==> config.mk <==
export PLATFORM = sky130hd
export DESIGN_NAME = haptic_frame_check_and_unpack_flat
export DESIGN_NICKNAME = d
export VERILOG_FILES = /design/src/hfcu_pkg.sv /design/src/hfcu_if.sv /design/src/hfcu_frame_acc.sv /design/src/haptic_frame_check_and_unpack.sv /design/src/flat_wrapper.sv
export SDC_FILE = /design/constraint.sdc
export NUM_CORES = 1
export LEC_CHECK = 0
export BUFFER_PORTS_ARGS = -buffer_cell sky130_fd_sc_hd__buf_2
export CORE_UTILIZATION = 45
export CTS_BUF_LIST = sky130_fd_sc_hd__clkbuf_4 sky130_fd_sc_hd__clkbuf_8 sky130_fd_sc_hd__clkbuf_16
export DETAILED_ROUTE_END_ITERATION = 8
export PLACE_DENSITY_LB_ADDON = 0.15
export SLEW_MARGIN = 20
export SYNTH_ARGS = -nofsm -noshare
export SYNTH_HDL_FRONTEND = slang
export SYNTH_SLANG_ARGS = --single-unit
==> constraint.sdc <==
create_clock -name clock -period 3.9 [get_ports clock]
set_input_delay 0.195 -clock clock [delete_from_list [all_inputs] [get_ports clock]]
set_output_delay 0.195 -clock clock [all_outputs]
set_load 0.01 [all_outputs]
==> src/hfcu_pkg.sv <==
package hfcu_pkg;

   localparam int FRAME_BYTES   = 12;
   localparam int MOTORS        = 8;
   localparam int CAPTURE_DEPTH = FRAME_BYTES - 2;
   localparam int STOP_BIT      = 0;
   localparam logic [7:0] COUNT_MAX  = 8'hFF;
   localparam logic [7:0] LAST_COUNT = 8'(FRAME_BYTES - 1);

   // CSR word index decoded from paddr[2]
   localparam logic CSR_HEADER_IDX = 1'b0;

   typedef enum logic [1:0] {
      STATUS_OK           = 2'd0,
      STATUS_BAD_LENGTH   = 2'd1,
      STATUS_BAD_HEADER   = 2'd2,
      STATUS_BAD_CHECKSUM = 2'd3
   } status_type;

   typedef struct packed {
      logic [7:0]  byte_value;
      logic        last_byte;
      logic [31:0] arrival_time;
   } req_beat_type;

   typedef struct packed {
      status_type                  status;
      logic [7:0]                  sequence_res;
      logic [MOTORS-1:0][7:0]      motor;
      logic                        stop_request;
      logic [31:0]                 received_time;
   } result_type;

endpackage

==> src/hfcu_if.sv <==
interface hfcu_req_if;
   logic        valid;
   logic        ready;
   logic [7:0]  byte_value;
   logic        last_byte;
   logic [31:0] arrival_time;

   modport source (output valid, output byte_value, output last_byte, output arrival_time,
                   input ready);
   modport sink   (input valid, input byte_value, input last_byte, input arrival_time,
                   output ready);
endinterface

interface hfcu_rsp_if;
   logic        valid;
   logic        ready;
   logic [1:0]  status;
   logic [7:0]  sequence_res;
   logic [7:0]  motor_0;
   logic [7:0]  motor_1;
   logic [7:0]  motor_2;
   logic [7:0]  motor_3;
   logic [7:0]  motor_4;
   logic [7:0]  motor_5;
   logic [7:0]  motor_6;
   logic [7:0]  motor_7;
   logic        stop_request;
   logic [31:0] received_time;

   modport source (output valid, output status, output sequence_res,
                   output motor_0, output motor_1, output motor_2, output motor_3,
                   output motor_4, output motor_5, output motor_6, output motor_7,
                   output stop_request, output received_time, input ready);
   modport sink   (input valid, input status, input sequence_res,
                   input motor_0, input motor_1, input motor_2, input motor_3,
                   input motor_4, input motor_5, input motor_6, input motor_7,
                   input stop_request, input received_time, output ready);
endinterface

==> src/hfcu_frame_acc.sv <==
module hfcu_frame_acc
   import hfcu_pkg::*;
(
   input  logic         clock,
   input  logic         reset,
   input  logic         take,
   input  req_beat_type beat,
   input  logic [7:0]   header_value,
   output result_type   result
);

   logic [7:0] byte_count_ff, byte_count_in;
   logic [7:0] xor_sum_ff, xor_sum_in;
   logic       header_ok_ff, header_ok_in;
   logic [CAPTURE_DEPTH-1:0][7:0] capture_ff, capture_in;

   always_comb begin
      capture_in = capture_ff;
      for (int i = 0; i < CAPTURE_DEPTH; i++) begin
         if (take && byte_count_ff == 8'(i + 1)) begin
            capture_in[i] = beat.byte_value;
         end
      end
   end

   always_comb begin
      byte_count_in = byte_count_ff;
      xor_sum_in    = xor_sum_ff;
      header_ok_in  = header_ok_ff;
      if (take) begin
         if (beat.last_byte) begin
            // close the frame, next beat starts a new one
            byte_count_in = '0;
            xor_sum_in    = '0;
            header_ok_in  = 1'b0;
         end else begin
            xor_sum_in = xor_sum_ff ^ beat.byte_value;
            if (byte_count_ff == '0) begin
               header_ok_in = (beat.byte_value == header_value);
            end
            if (byte_count_ff != COUNT_MAX) begin
               byte_count_in = byte_count_ff + 8'd1;
            end
         end
      end
   end

   always_ff @(posedge clock) begin
      if (reset) begin
         byte_count_ff <= '0;
         xor_sum_ff    <= '0;
         header_ok_ff  <= 1'b0;
      end else begin
         byte_count_ff <= byte_count_in;
         xor_sum_ff    <= xor_sum_in;
         header_ok_ff  <= header_ok_in;
      end
   end

   always_ff @(posedge clock) begin
      capture_ff <= capture_in;
   end

   // Result for a closing beat; length is checked first, so the header flag
   // only matters once a full frame has been counted.
   always_comb begin
      result = '0;
      if (byte_count_ff != LAST_COUNT) begin
         result.status = STATUS_BAD_LENGTH;
      end else if (!header_ok_ff) begin
         result.status = STATUS_BAD_HEADER;
      end else if (xor_sum_ff != beat.byte_value) begin
         result.status = STATUS_BAD_CHECKSUM;
      end else begin
         result.status = STATUS_OK;
      end
      if (result.status == STATUS_OK) begin
         result.sequence_res = capture_ff[0];
         for (int m = 0; m < MOTORS; m++) begin
            result.motor[m] = capture_ff[m + 1];
         end
         result.stop_request = capture_ff[MOTORS + 1][STOP_BIT];
      end
      result.received_time = beat.arrival_time;
   end

endmodule

==> src/haptic_frame_check_and_unpack.sv <==
// Frame checker and unpacker for fixed-length haptic command frames.
// req_ch carries one frame byte per beat (byte_value, last_byte, arrival_time).
// rsp_ch carries one result per frame: status, sequence byte, eight motor
// intensities, stop flag and the timestamp of the last byte. Non-ok frames
// give zero payload fields but still report status and received_time.
// The APB-style CSR port holds header_value at address 0; writes land in the
// access phase, pready is tied high, reads return the register.
// A closing byte's result is registered and on rsp_ch in the cycle after its beat.
// Throughput: one byte per cycle while req_ch.ready is high; the per-byte work
// is a count update, one XOR and one compare ahead of the result register.
// When the receiver stalls, the result register holds its beat and req_ch
// keeps taking bytes as long as the held result is taken in the same cycle;
// otherwise req_ch.ready drops until rsp_ch.ready returns.
// Reset (synchronous, active high) clears the byte count, XOR, header flag,
// the result valid and header_value; the next byte starts a new frame.
module haptic_frame_check_and_unpack
   import hfcu_pkg::*;
(
   input  logic        clock,
   input  logic        reset,
   hfcu_req_if.sink    req_ch,
   hfcu_rsp_if.source  rsp_ch,
   input  logic        psel,
   input  logic        penable,
   input  logic        pwrite,
   input  logic [2:0]  paddr,
   input  logic [31:0] pwdata,
   output logic [31:0] prdata,
   output logic        pready
);

   logic         header_sel, header_write;
   logic [7:0]   header_value_ff, header_value_in;
   logic         rsp_valid_ff, rsp_valid_in;
   result_type   rsp_data_ff, rsp_data_in;
   result_type   frame_result;
   req_beat_type req_beat;
   logic         req_take;
   logic         csr_write;

   // CSR: single header register, writes to any other word are dropped
   assign pready       = 1'b1;
   assign csr_write    = psel && penable && pwrite && pready;
   assign header_sel   = (paddr[2] == CSR_HEADER_IDX);
   assign header_write = header_sel && csr_write;

   always_comb begin
      header_value_in = header_value_ff;
      if (header_write) begin
         header_value_in = pwdata[7:0];
      end
   end

   always_comb begin
      prdata = '0;
      if (header_sel) begin
         prdata = {24'd0, header_value_ff};
      end
   end

   // Input side: take a byte whenever the result slot is free or drains now
   assign req_ch.ready = !rsp_valid_ff || rsp_ch.ready;
   assign req_take     = req_ch.valid && req_ch.ready;

   assign req_beat.byte_value   = req_ch.byte_value;
   assign req_beat.last_byte    = req_ch.last_byte;
   assign req_beat.arrival_time = req_ch.arrival_time;

   hfcu_frame_acc u_frame_acc (
      .clock        (clock),
      .reset        (reset),
      .take         (req_take),
      .beat         (req_beat),
      .header_value (header_value_ff),
      .result       (frame_result)
   );

   // Result register: load on a closing byte, drop once taken, else hold
   always_comb begin
      rsp_valid_in = rsp_valid_ff;
      rsp_data_in  = rsp_data_ff;
      if (req_take && req_ch.last_byte) begin
         rsp_valid_in = 1'b1;
         rsp_data_in  = frame_result;
      end else if (rsp_ch.ready) begin
         rsp_valid_in = 1'b0;
      end
   end

   always_ff @(posedge clock) begin
      if (reset) begin
         rsp_valid_ff    <= 1'b0;
         header_value_ff <= '0;
      end else begin
         rsp_valid_ff    <= rsp_valid_in;
         header_value_ff <= header_value_in;
      end
   end

   always_ff @(posedge clock) begin
      rsp_data_ff <= rsp_data_in;
   end

   assign rsp_ch.valid         = rsp_valid_ff;
   assign rsp_ch.status        = rsp_data_ff.status;
   assign rsp_ch.sequence_res  = rsp_data_ff.sequence_res;
   assign rsp_ch.motor_0       = rsp_data_ff.motor[0];
   assign rsp_ch.motor_1       = rsp_data_ff.motor[1];
   assign rsp_ch.motor_2       = rsp_data_ff.motor[2];
   assign rsp_ch.motor_3       = rsp_data_ff.motor[3];
   assign rsp_ch.motor_4       = rsp_data_ff.motor[4];
   assign rsp_ch.motor_5       = rsp_data_ff.motor[5];
   assign rsp_ch.motor_6       = rsp_data_ff.motor[6];
   assign rsp_ch.motor_7       = rsp_data_ff.motor[7];
   assign rsp_ch.stop_request  = rsp_data_ff.stop_request;
   assign rsp_ch.received_time = rsp_data_ff.received_time;

endmodule

==> src/flat_wrapper.sv <==
// flat-port wrapper written by rule: the top's interface ports become plain ports
module haptic_frame_check_and_unpack_flat import hfcu_pkg::*;
  (clock, reset, psel, penable, pwrite, paddr, pwdata, prdata, pready, req_ch_valid, req_ch_byte_value, req_ch_last_byte, req_ch_arrival_time, req_ch_ready, rsp_ch_valid, rsp_ch_status, rsp_ch_sequence_res, rsp_ch_motor_0, rsp_ch_motor_1, rsp_ch_motor_2, rsp_ch_motor_3, rsp_ch_motor_4, rsp_ch_motor_5, rsp_ch_motor_6, rsp_ch_motor_7, rsp_ch_stop_request, rsp_ch_received_time, rsp_ch_ready);
  hfcu_req_if req_ch_i ();
  hfcu_rsp_if rsp_ch_i ();
  input  logic clock;
  input  logic reset;
  input  logic psel;
  input  logic penable;
  input  logic pwrite;
  input  logic [2:0] paddr;
  input  logic [31:0] pwdata;
  output logic [31:0] prdata;
  output logic pready;
  input wire logic [$bits(req_ch_i.valid)-1:0] req_ch_valid;
  input wire logic [$bits(req_ch_i.byte_value)-1:0] req_ch_byte_value;
  input wire logic [$bits(req_ch_i.last_byte)-1:0] req_ch_last_byte;
  input wire logic [$bits(req_ch_i.arrival_time)-1:0] req_ch_arrival_time;
  output wire logic [$bits(req_ch_i.ready)-1:0] req_ch_ready;
  output wire logic [$bits(rsp_ch_i.valid)-1:0] rsp_ch_valid;
  output wire logic [$bits(rsp_ch_i.status)-1:0] rsp_ch_status;
  output wire logic [$bits(rsp_ch_i.sequence_res)-1:0] rsp_ch_sequence_res;
  output wire logic [$bits(rsp_ch_i.motor_0)-1:0] rsp_ch_motor_0;
  output wire logic [$bits(rsp_ch_i.motor_1)-1:0] rsp_ch_motor_1;
  output wire logic [$bits(rsp_ch_i.motor_2)-1:0] rsp_ch_motor_2;
  output wire logic [$bits(rsp_ch_i.motor_3)-1:0] rsp_ch_motor_3;
  output wire logic [$bits(rsp_ch_i.motor_4)-1:0] rsp_ch_motor_4;
  output wire logic [$bits(rsp_ch_i.motor_5)-1:0] rsp_ch_motor_5;
  output wire logic [$bits(rsp_ch_i.motor_6)-1:0] rsp_ch_motor_6;
  output wire logic [$bits(rsp_ch_i.motor_7)-1:0] rsp_ch_motor_7;
  output wire logic [$bits(rsp_ch_i.stop_request)-1:0] rsp_ch_stop_request;
  output wire logic [$bits(rsp_ch_i.received_time)-1:0] rsp_ch_received_time;
  input wire logic [$bits(rsp_ch_i.ready)-1:0] rsp_ch_ready;
  assign req_ch_i.valid = req_ch_valid;
  assign req_ch_i.byte_value = req_ch_byte_value;
  assign req_ch_i.last_byte = req_ch_last_byte;
  assign req_ch_i.arrival_time = req_ch_arrival_time;
  assign req_ch_ready = req_ch_i.ready;
  assign rsp_ch_valid = rsp_ch_i.valid;
  assign rsp_ch_status = rsp_ch_i.status;
  assign rsp_ch_sequence_res = rsp_ch_i.sequence_res;
  assign rsp_ch_motor_0 = rsp_ch_i.motor_0;
  assign rsp_ch_motor_1 = rsp_ch_i.motor_1;
  assign rsp_ch_motor_2 = rsp_ch_i.motor_2;
  assign rsp_ch_motor_3 = rsp_ch_i.motor_3;
  assign rsp_ch_motor_4 = rsp_ch_i.motor_4;
  assign rsp_ch_motor_5 = rsp_ch_i.motor_5;
  assign rsp_ch_motor_6 = rsp_ch_i.motor_6;
  assign rsp_ch_motor_7 = rsp_ch_i.motor_7;
  assign rsp_ch_stop_request = rsp_ch_i.stop_request;
  assign rsp_ch_received_time = rsp_ch_i.received_time;
  assign rsp_ch_i.ready = rsp_ch_ready;
  haptic_frame_check_and_unpack u_core (.clock(clock), .reset(reset), .req_ch(req_ch_i), .rsp_ch(rsp_ch_i), .psel(psel), .penable(penable), .pwrite(pwrite), .paddr(paddr), .pwdata(pwdata), .prdata(prdata), .pready(pready));
endmodule
==> results of run 1 <==
-- state kept, by name, indices dropped and copies added, names as in the netlist, 2 cells and up --
register                          flops
u_core.rsp_ch.motor_3                 8
u_core.rsp_ch.status                  2
u_core.rsp_ch.motor_2                 8
u_core.rsp_ch.motor_7                 8
u_core.rsp_ch.motor_5                 8
u_core.u_frame_acc.xor_sum_ff         8
u_core.rsp_ch.motor_6                 8
u_core.header_value_ff                8
u_core.rsp_ch.received_time          32
u_core.rsp_ch.motor_0                 8
u_core.u_frame_acc.capture_ff        73
u_core.rsp_ch.sequence_res            8
u_core.u_frame_acc.byte_count_ff      8
u_core.rsp_ch.motor_4                 8
u_core.rsp_ch.motor_1                 8
-- power by group --
part	switching (uW)	internal, uW	leakage [uW]	total, uW
logic	142	94.3	0.00151	236
registers	16.4	2440	0.00189	2460
clock network	758	1130	0.000330	1890
-- path summary, 6_finish.rpt --
| path | start | to | slack (ps) |
|---|---|---|---|
| setup / recovery | u_core.u_frame_acc.byte_count_ff[3]$_SDFFE_PP0P_ | u_core.u_frame_acc.capture_ff[53]$_DFFE_PP_ | 1710 |
| hold / removal | req_ch_byte_value[7] | u_core.u_frame_acc.capture_ff[31]$_DFFE_PP_ | 130 |
| setup reg to reg | u_core.u_frame_acc.byte_count_ff[3]$_SDFFE_PP0P_ | u_core.u_frame_acc.capture_ff[53]$_DFFE_PP_ | 1710 |
| hold reg to reg | u_core.header_value_ff[2]$_SDFFE_PP0P_ | u_core.header_value_ff[2]$_SDFFE_PP0P_ | 480 |
-- cells by family (layout without fill, tap and decap cells) --
kind of cell,count (synthesis),in the layout
buffers and inverters,50,257
other,2,25
muxes,1,1
DFF,206,206
and+or+nand+nor,175,175
AOI/OAI and AO/OA,42,42
adders and majority gates,4,4
xor gates and xnor gates,16,16
-- layout make-up --
type / count / area (um2) / area share
clock buffer: 29 / 598.1 / 0.06116
clock inverter: 6 / 56.30 / 0.005758
inverter: 7 / 28.78 / 0.002943
multi-input combinational: 263 / 1600 / 0.1637
sequential: 206 / 5926 / 0.6060
tap: 220 / 275.3 / 0.02815
timing repair buffer: 215 / 1294 / 0.1323
-- critical path: cells and delay by family (launching register included) --
family           cells  cell delay, ps
and+or+nand+nor      3            1380
DFF                  1             420
-- cells in the mapped netlist (7+ instances only) --
cell type | n | share of area
nand3_1 | 8 | 0.0052
o21ai_0 | 11 | 0.0071
xnor2_1 | 15 | 0.017
and2_1 | 30 | 0.024
nor2b_1 | 8 | 0.0065
inv_1 | 7 | 0.0034
nor2_1 | 23 | 0.011
a21oi_1 | 19 | 0.012
nand3b_1 | 9 | 0.0087
edfxtp_1 | 180 | 0.70
dfxtp_1 | 26 | 0.067
clkbuf_2 | 7 | 0.0045
and2_2 | 43 | 0.042
clkbuf_1 | 8 | 0.0039
buf_4 | 25 | 0.024
nand2_1 | 27 | 0.013
-- metal layers --
layer | track usage | vias up | part of all wire
li1 | - | 2171 | -
met1 | 0.2143 | 2156 | 0.42
met2 | 0.2946 | 194 | 0.49
met3 | 0.03234 | 18 | 0.072
met4 | 0.04609 | 0 | 0.013
met5 | 0 | - | 0
-- per-stage QoR --
stage          utilization  cell area [um2]
2_1_floorplan            -             7820
3_3_place_gp        0.5223             8723
3_5_place_dp        0.5223             8723
4_1_cts             0.5855             9778
5_1_grt             0.5855             9778
6_report            0.5855             9778
-- layout by cell type (no fill, tap or decap), types with 2 or more instances in the layout --
master           n
conb_1          25
clkbuf_8         2
nand3_1          8
nand2b_1         3
dfxtp_1         26
or4_1            2
o21ai_0         11
nor4_1           2
nand4_1          5
nor3_1           2
nor2_1          23
and2_1          30
dlygate4sd3_1   40
a31oi_1          4
ha_1             4
edfxtp_1       180
nor2b_1          8
and3_1           3
a21oi_1         19
nand2_1         27
clkinv_1         2
clkbuf_16       21
inv_1            6
clkinv_2         2
buf_2          173
xnor2_1         15
clkbuf_4         6
and2_2          43
o311ai_0         2
nand3b_1         9
==> results_dict.tcl, run 1 <==
set metrics [dict create \
    syn_area_per_cell_um2 15.59 \
    avgViaCountPerCell 4.798 \
    postSynthCellCount 496 \
    cts-htree-levels 1 \
    vias 4539 \
    drt_pass1_iterations 4 \
    crit_chain "nor4_1 -> nand3b_1 -> nor2_1" \
    cp-start-kind "flop" \
    track_usage 0.1683 \
    drt_iter0_drc 282 \
    wl_mm 15.10 \
    synth_ff_type "edfxtp_1" \
    grt_pass1_vias 4393 \
    ys_warn_count 0 \
    numCtsBuffers 21 \
    synthSimpleGateAreaFrac 0.1375 \
    min_path_cells 1 \
    gp_congestion 0.7704 \
    cts_tree "built" \
    total_power_uw 4589 \
    cp_data_arrival_time_ps 2290 \
    ys_ff_latch 206 \
    setup.worst_path.end_class "flop" \
    rsz0062_at_grt "false" \
    fin_hold_ws_ps 127.7 \
    synthXorXnorAreaFrac 0.01812 \
    cts-resized-gates 0 \
    hpwl_mm 9.442 \
    synth_edf_count 180 \
    avgRoutedWirePerCell_um 15.96 \
    clock-skew-final_ps 6.192 \
    die_x_um 133.1 \
    max_freq_mhz 457.6 \
    syn2layout_area_growth_pct 26.44 \
    slowest_stage "nor2_1" \
    grt_max_degree 74 \
    drive_gt1_frac 0.3567 \
    port_buffers 173 \
    gr-total-overflow 0 \
    finalNetCount 801 \
    initial_core_util 0.4631 \
    drc 0 \
    dp_slack_ps 1731 \
    ant_nets 0 \
    r2r_cells 3 \
    hold_violations 0 \
    antenna_found_initial 0 \
    relSlewSlack 0.5302 \
    nFillCells 1307 \
    cts_setup_buffers 0 \
    powerDensity_mw_per_mm2 469.3 \
    dp.cells 871 \
    synth_top_family_by_area "simple AND/OR/NAND/NOR gates" \
    ctsHoldBuffers 40 \
    synth_seq_area_share 0.7662 \
    post-route-min-period_ps 2185 \
    clockBufferDepth 3 \
    maxCapViolCount 0 \
    slew_violations 0 \
    dieArea_mm2 0.01771 \
    status "finished, final reports clean" \
    setup_tns_ps 0 \
    max-vdd-ir-drop_mv 0.2804 \
    cts_sinks 206 \
    period_share 0.5604 \
    path_class "flop to flop" \
    synth_area_mm2 0.007734 \
    final_cell_count_no_fill 946 \
    ios 225 \
    synth-compound-area-share 0.03139 \
    synthMuxAreaShare 0.001294 \
    clk_pin_slew_ps 60 \
    fp-row-count 47 \
    synth_fa_ha_area_frac 0.006471 \
    core_region_area_mm2 0.01670 \
    worstPathRequired_ps 4010 \
    cp_slowest_stage_delay_ps 590 \
    leakage_uw 0.003732 \
    grt_pass1_wl_mm 22.91 \
    synthArstFlopShare 0 \
    die_h_um 133.1 \
    setup_ws_ps 1715 \
    cts_root_buf "clkbuf_16" \
    antenna_cells 0 \
    synth_cell_type_count 45 \
    clk_latency_ps 480 \
    path_max_fanout 11 \
    setup_viol 0 \
    hp-class "primary input to flop" \
    worst_pin_slew_ps 702.2 \
]
No activity file was read; power rests on OpenSTA's default activity.
==> run 2: changes to the inputs <==
clock period = 1.9 ns   (was 3.9 ns; I/O delays follow)
==> run 2 against run 1 <==
Compared with the run above:
- register-to-register slack lost 1600 ps
- die area did not move
- maximum frequency increased by 20%
- non-clock buffer count increased by 29
- sequential cell count unchanged
- clock power is 110% higher
- clock skew rose by 6.8 ps
- count of clock-buffer cells in the layout unchanged
- design area up 3.2%
- power increased by 110%
- critical path type unchanged
- largest cell class unchanged
- highest routed layer unchanged
==> results_dict.tcl, run 2 (synthesis gave the netlist of run 1 again) <==
set metrics [dict create \
    cts_root_buf "clkbuf_16" \
    clk_latency_ps 480 \
    dp_slack_ps 65.32 \
    hold_violations 0 \
    track_usage 0.1783 \
    hpwl_mm 10.32 \
    gp_congestion 0.7990 \
    reg2reg_slack_ps 80 \
    finalNetCount 831 \
    avgRoutedWirePerCell_um 16.22 \
    drc 0 \
    numCtsBuffers 22 \
    fp-row-count 47 \
    dieArea_mm2 0.01771 \
    core_region_area_mm2 0.01670 \
    setup_viol 0 \
    hold_path_end "u_core.u_frame_acc.byte_count_ff[1]$_SDFFE_PP0P_" \
    syn2layout_area_growth_pct 30.46 \
    max-vdd-ir-drop_mv 0.5958 \
    antenna_cells 0 \
    initial_core_util 0.4631 \
    post-route-min-period_ps 1818 \
    cts_setup_buffers 0 \
    layout_commonest_cell "edfxtp_1" \
    antenna_found_initial 0 \
    die_h_um 133.1 \
    cts-htree-levels 1 \
    cts_sinks 206 \
    cp_data_arrival_time_ps 2160 \
    gr-total-overflow 0 \
    grt_pass1_wl_mm 24.25 \
    max_freq_mhz 549.9 \
    total_power_uw 9643 \
    min_path_cells 2 \
    reg2reg_to "u_core.rsp_ch.motor_3[1]$_SDFFCE_PP0P_" \
    fin_area_mm2 0.01009 \
    ios 225 \
    clock-skew-final_ps 13.02 \
    port_buffers 173 \
    drt_iter0_drc 189 \
    powerDensity_mw_per_mm2 955.7 \
    cts_tree "built" \
    reg2reg_from "u_core.u_frame_acc.byte_count_ff[1]$_SDFFE_PP0P_" \
    die_x_um 133.1 \
    path_class "flop to flop" \
    worstHoldStart "reset" \
    clockBufferDepth 3 \
    worstPathRequired_ps 2240 \
    placed_area_mm2 0.008946 \
    clk_pin_slew_ps 60 \
    slew_violations 0 \
    drive_gt1_frac 0.3842 \
    vias 4665 \
    wl_mm 15.90 \
    grt_max_degree 64 \
    status "finished, final reports clean" \
    path_max_fanout 37 \
    cp-start-kind "flop" \
    r2r_cells 5 \
    setup.worst_path.end_class "flop" \
    leakage_uw 0.003909 \
    hp-class "primary input to flop" \
    largest_reg_flops 73 \
    setup_ws_ps 81.54 \
    top_register "u_core.u_frame_acc.capture_ff" \
    period_share 0.9571 \
    ant_nets 0 \
    fin_hold_ws_ps 63.59 \
    setup_tns_ps 0 \
    avgViaCountPerCell 4.760 \
    maxCapViolCount 0 \
    rsz0062_at_grt "true" \
    grt_pass1_vias 4572 \
    drt_pass1_iterations 4 \
    layout_common_cells "edfxtp_1 (180), buf_2 (173), and2_2 (43), dlygate4sd3_1 (43), and2_1 (30)" \
]
## run 2: what timing repair did
action / in CTS / in global routing
endpoints found under the hold margin: 47 / 0
gates resized for setup: 0 / 1
setup endpoints to repair: 0 / 74
hold buffers: 43 / 0
## run 2: how the worst max path moves through the flow
stage | from | to | slack, ps | cells past startpoint
final | u_core.u_frame_acc.byte_count_ff[1]$_SDFFE_PP0P_ | u_core.rsp_ch.motor_3[1]$_SDFFCE_PP0P_ | 80 | 5
after CTS | u_core.u_frame_acc.byte_count_ff[1]$_SDFFE_PP0P_ | u_core.rsp_ch.motor_3[1]$_SDFFCE_PP0P_ | 50 | 5
after global placement | u_core.u_frame_acc.byte_count_ff[1]$_SDFFE_PP0P_ | u_core.rsp_ch.motor_5[1]$_SDFFCE_PP0P_ | 140 | 5
after floorplan | u_core.rsp_ch.valid$_SDFFE_PP0P_ | u_core.rsp_ch.motor_0[0]$_SDFFCE_PP0P_ | -660 | 4
after global routing | u_core.u_frame_acc.byte_count_ff[4]$_SDFFE_PP0P_ | u_core.rsp_ch.motor_3[1]$_SDFFCE_PP0P_ | -70 | 5
after detailed placement | u_core.u_frame_acc.byte_count_ff[1]$_SDFFE_PP0P_ | u_core.rsp_ch.motor_1[6]$_SDFFCE_PP0P_ | 70 | 5
## run 2: per-layer routing
metal / share of wire / track usage / vias to the layer above
li1: - / - / 2230
met1: 0.42 / 0.2252 / 2230
met2: 0.50 / 0.3115 / 193
met3: 0.070 / 0.03615 / 12
met4: 0.012 / 0.05114 / 0
met5: 0 / 0 / -
## run 2: report_power, final
part / total, uW / switching [uW] / internal (uW)
Sequential: 5050 / 33.3 / 5020
Combinational: 527 / 305 / 222
Clock: 4060 / 1590 / 2480
Total: 9640 / 1930 / 7720
## run 2: final cells by class
class	instances	area [um2]
fillers	1301	6611
flip-flops and latches	206	5927
multi-input cells	263	1613
repair buffers	244	1531
clock buffers	29	633.1
clock inverters	11	80.08
inverters	7	30.03
well taps	220	275.3
## run 2: through the flow
| step | utilization | std cells |
|---|---|---|
| 6_report | 0.6041 | 980 |
| 5_1_grt | 0.6041 | 980 |
| 4_1_cts | 0.6041 | 980 |
| 3_5_place_dp | 0.5357 | 897 |
| 3_3_place_gp | 0.5357 | 897 |
| 2_1_floorplan | - | 519 |
## run 2: critical path, stage by stage (launching register included)
cell,delay [ps]
dfxtp_1,430
ha_1,230
nand4_2,150
nor4_4,320
buf_4,350
and2_2,200
==> run 3: changes to the inputs <==
SYNTH_HIERARCHICAL = 1   (was default)
clock period = 2.2 ns   (was 1.9 ns; I/O delays follow)
==> run 3 against run 2 <==
Compared with the run above:
- combinational power down 12%
- worst setup slack better by 13 ps
- register-to-register slack about the same
- sequential share of layout area down 0.73 points
- area after synthesis up 4.4%
- synthesized cell count up 4.4%
- die area up 4.3%
- via count down 0.86%
- wire length up 2.6%
- critical path type unchanged
- largest cell class unchanged
==> results_dict.tcl, run 3 <==
set metrics [dict create \
    worstPathRequired_ps 2550 \
    slowest_stage "or4_4" \
    ios 225 \
    synth_seq_area_share 0.7343 \
    synth_cell_type_count 42 \
    die_x_um 135.9 \
    multiInputGateArea_mm2 0.001733 \
    rsz0062_at_grt "false" \
    finalNetCount 826 \
    gr-total-overflow 0 \
    grt_pass1_wl_mm 24.27 \
    cts_sinks 206 \
    clockBufferDepth 3 \
    die_h_um 135.9 \
    numCtsBuffers 21 \
    vias 4625 \
    cp-start-kind "flop" \
    utilization 0.5866 \
    clk_latency_ps 480 \
    gp_congestion 0.8641 \
    drive_gt1_frac 0.4122 \
    grt_pass1_vias 4580 \
    grt_max_degree 108 \
    leakage_uw 0.004022 \
    netlist.area_leader.share 0.6698 \
    drc 0 \
    setup.worst_path.end_class "flop" \
    drt_pass1_iterations 4 \
    cts-htree-levels 1 \
    hold_violations 0 \
    crit_buf_inv 2 \
    ys_warn_count 6 \
    synthArstFlopShare 0 \
    post-route-min-period_ps 2105 \
    layout_commonest_cell "edfxtp_1" \
    ys_top_cells_by_area "edfxtp_1 (67%), dfxtp_1 (6.4%), buf_4 (5.3%), and2_2 (4.7%), and2_1 (2.2%)" \
    hpwl_mm 9.852 \
    relSlewSlack 0.6070 \
    yosysMostFrequentCell "edfxtp_1" \
    cp_data_arrival_time_ps 2460 \
    top_register "u_core/u_frame_acc/capture_ff" \
    layout_common_cells "edfxtp_1 (180), buf_2 (173), and2_2 (53)" \
    max_freq_mhz 475.0 \
    ys_ff_latch 206 \
    status "finished, final reports clean" \
    syn2layout_area_growth_pct 26.59 \
    ant_nets 0 \
    yosys.area.top_type "edfxtp_1" \
    avgViaCountPerCell 4.734 \
    initial_core_util 0.4634 \
    avgRoutedWirePerCell_um 16.70 \
    worst_pin_slew_ps 589.6 \
    clock-skew-final_ps 18.57 \
    postSynthCellCount 518 \
    powerDensity_mw_per_mm2 783.0 \
    synth_edf_count 180 \
    cp_slowest_stage_delay_ps 510 \
    fp-row-count 48 \
    antenna_found_initial 0 \
    synth_commonest_cells "edfxtp_1 (180), buf_4 (57), and2_2 (51)" \
    setup_viol 0 \
    path_max_fanout 9 \
    dieArea_mm2 0.01847 \
    hp-class "primary input to flop" \
    track_usage 0.1742 \
    seq_area_mm2 0.005927 \
    dp_slack_ps -13.40 \
    synth_ff_type "edfxtp_1" \
    clk_pin_slew_ps 60 \
    maxCapViolCount 0 \
    port_buffers 173 \
    path_class "flop to flop" \
    nFillCells 1397 \
    drt_iter0_drc 213 \
    synth_area_mm2 0.008070 \
    path_delay_family "simple AND/OR/NAND/NOR gates" \
    setup_tns_ps 0 \
    setup_ws_ps 94.53 \
    total_power_uw 7999 \
    syn_area_per_cell_um2 15.58 \
    crit_chain "or4_4 -> or3_4 -> nor4_4 -> buf_4 -> bufbuf_16 -> and2_2" \
    wl_mm 16.32 \
    antenna_cells 0 \
    fin_hold_ws_ps 78.98 \
    cts_root_buf "clkbuf_16" \
    max-vdd-ir-drop_mv 0.5293 \
    slew_violations 0 \
    period_share 0.9570 \
    core_region_area_mm2 0.01742 \
    cts_tree "built" \
    largest_reg_flops 73 \
]
-- run 3: changes by cell type in the layout (fill, tap and decap cells not counted), moves of 4 or more --
cell,delta
mux2i_1,+8
and2_2,+10
xor2_1,+7
buf_12,+4
a21oi_1,-5
and2b_2,+8
nand2b_1,+15
nor2b_1,-7
nand2_1,-11
a211oi_1,+4
xnor2_1,-7
nor2_1,-21
-- run 3: report_power, final --
part	leakage (uW)	total [uW]	switching, uW	internal (uW)
clock	0.000311	3170	1330	1840
combinational	0.00182	462	261	201
sequential	0.00189	4360	30.7	4330
-- run 3: metrics by stage --
| stage | cells | cell area, um2 |
|---|---|---|
| floorplan | 541 | 8173 |
| global route | 977 | 10220 |
| CTS | 977 | 10210 |
| detailed placement | 890 | 9062 |
| global placement | 890 | 9062 |
| finish | 977 | 10220 |
-- run 3: worst paths after layout --
| kind | from | cells after the start | endpoint | slack (ps) |
|---|---|---|---|---|
| hold reg to reg | u_core/u_frame_acc/xor_sum_ff[2]$_SDFFE_PP0P_ | 2 | u_core/u_frame_acc/xor_sum_ff[2]$_SDFFE_PP0P_ | 480 |
| setup / recovery | u_core/u_frame_acc/byte_count_ff[4]$_SDFFE_PP0P_ | 6 | u_core/rsp_ch.motor_2[1]$_DFFE_PP_ | 90 |
| hold / removal | req_ch_byte_value[2] | 2 | u_core/u_frame_acc/capture_ff[34]$_DFFE_PP_ | 80 |
| setup reg to reg | u_core/u_frame_acc/byte_count_ff[4]$_SDFFE_PP0P_ | 6 | u_core/rsp_ch.motor_2[1]$_DFFE_PP_ | 90 |
-- run 3: cell type report --
class / count / area share
Sequential cell: 206 / 0.5802
Multi-Input combinational cell: 257 / 0.1696
Timing Repair Buffer: 249 / 0.1611
Clock buffer: 28 / 0.05658
Tap cell: 225 / 0.02756
Clock inverter: 8 / 0.003552
Inverter: 4 / 0.001470
-- run 3: cells by family after synthesis --
logic type      Yosys count  synth area share
fa+ha+maj                 4          0.006202
simple gates            162            0.1347
xor+xnor                 16           0.01737
compound gates           41           0.03054
mux                       9           0.01116
flops                   206            0.7343
other cells               2         0.0009306
buf+inv                  78           0.06480
-- run 3: what timing repair did --
item	CTS	global route
setup endpoints to repair	64	129
buffers inserted	6	0
endpoints found under the hold margin	41	0
gates resized for setup	2	4
cloned	3	0
hold buffers	42	0
pin swaps	1	1
-- run 3: routing by layer --
metal | track usage | wire (um) | vias to the layer above
met5 | 0 | 0 | -
met4 | 0.04630 | 251 | 0
met3 | 0.02796 | 1006 | 20
met2 | 0.3158 | 8249 | 177
met1 | 0.2146 | 6807 | 2208
li1 | - | - | 2220
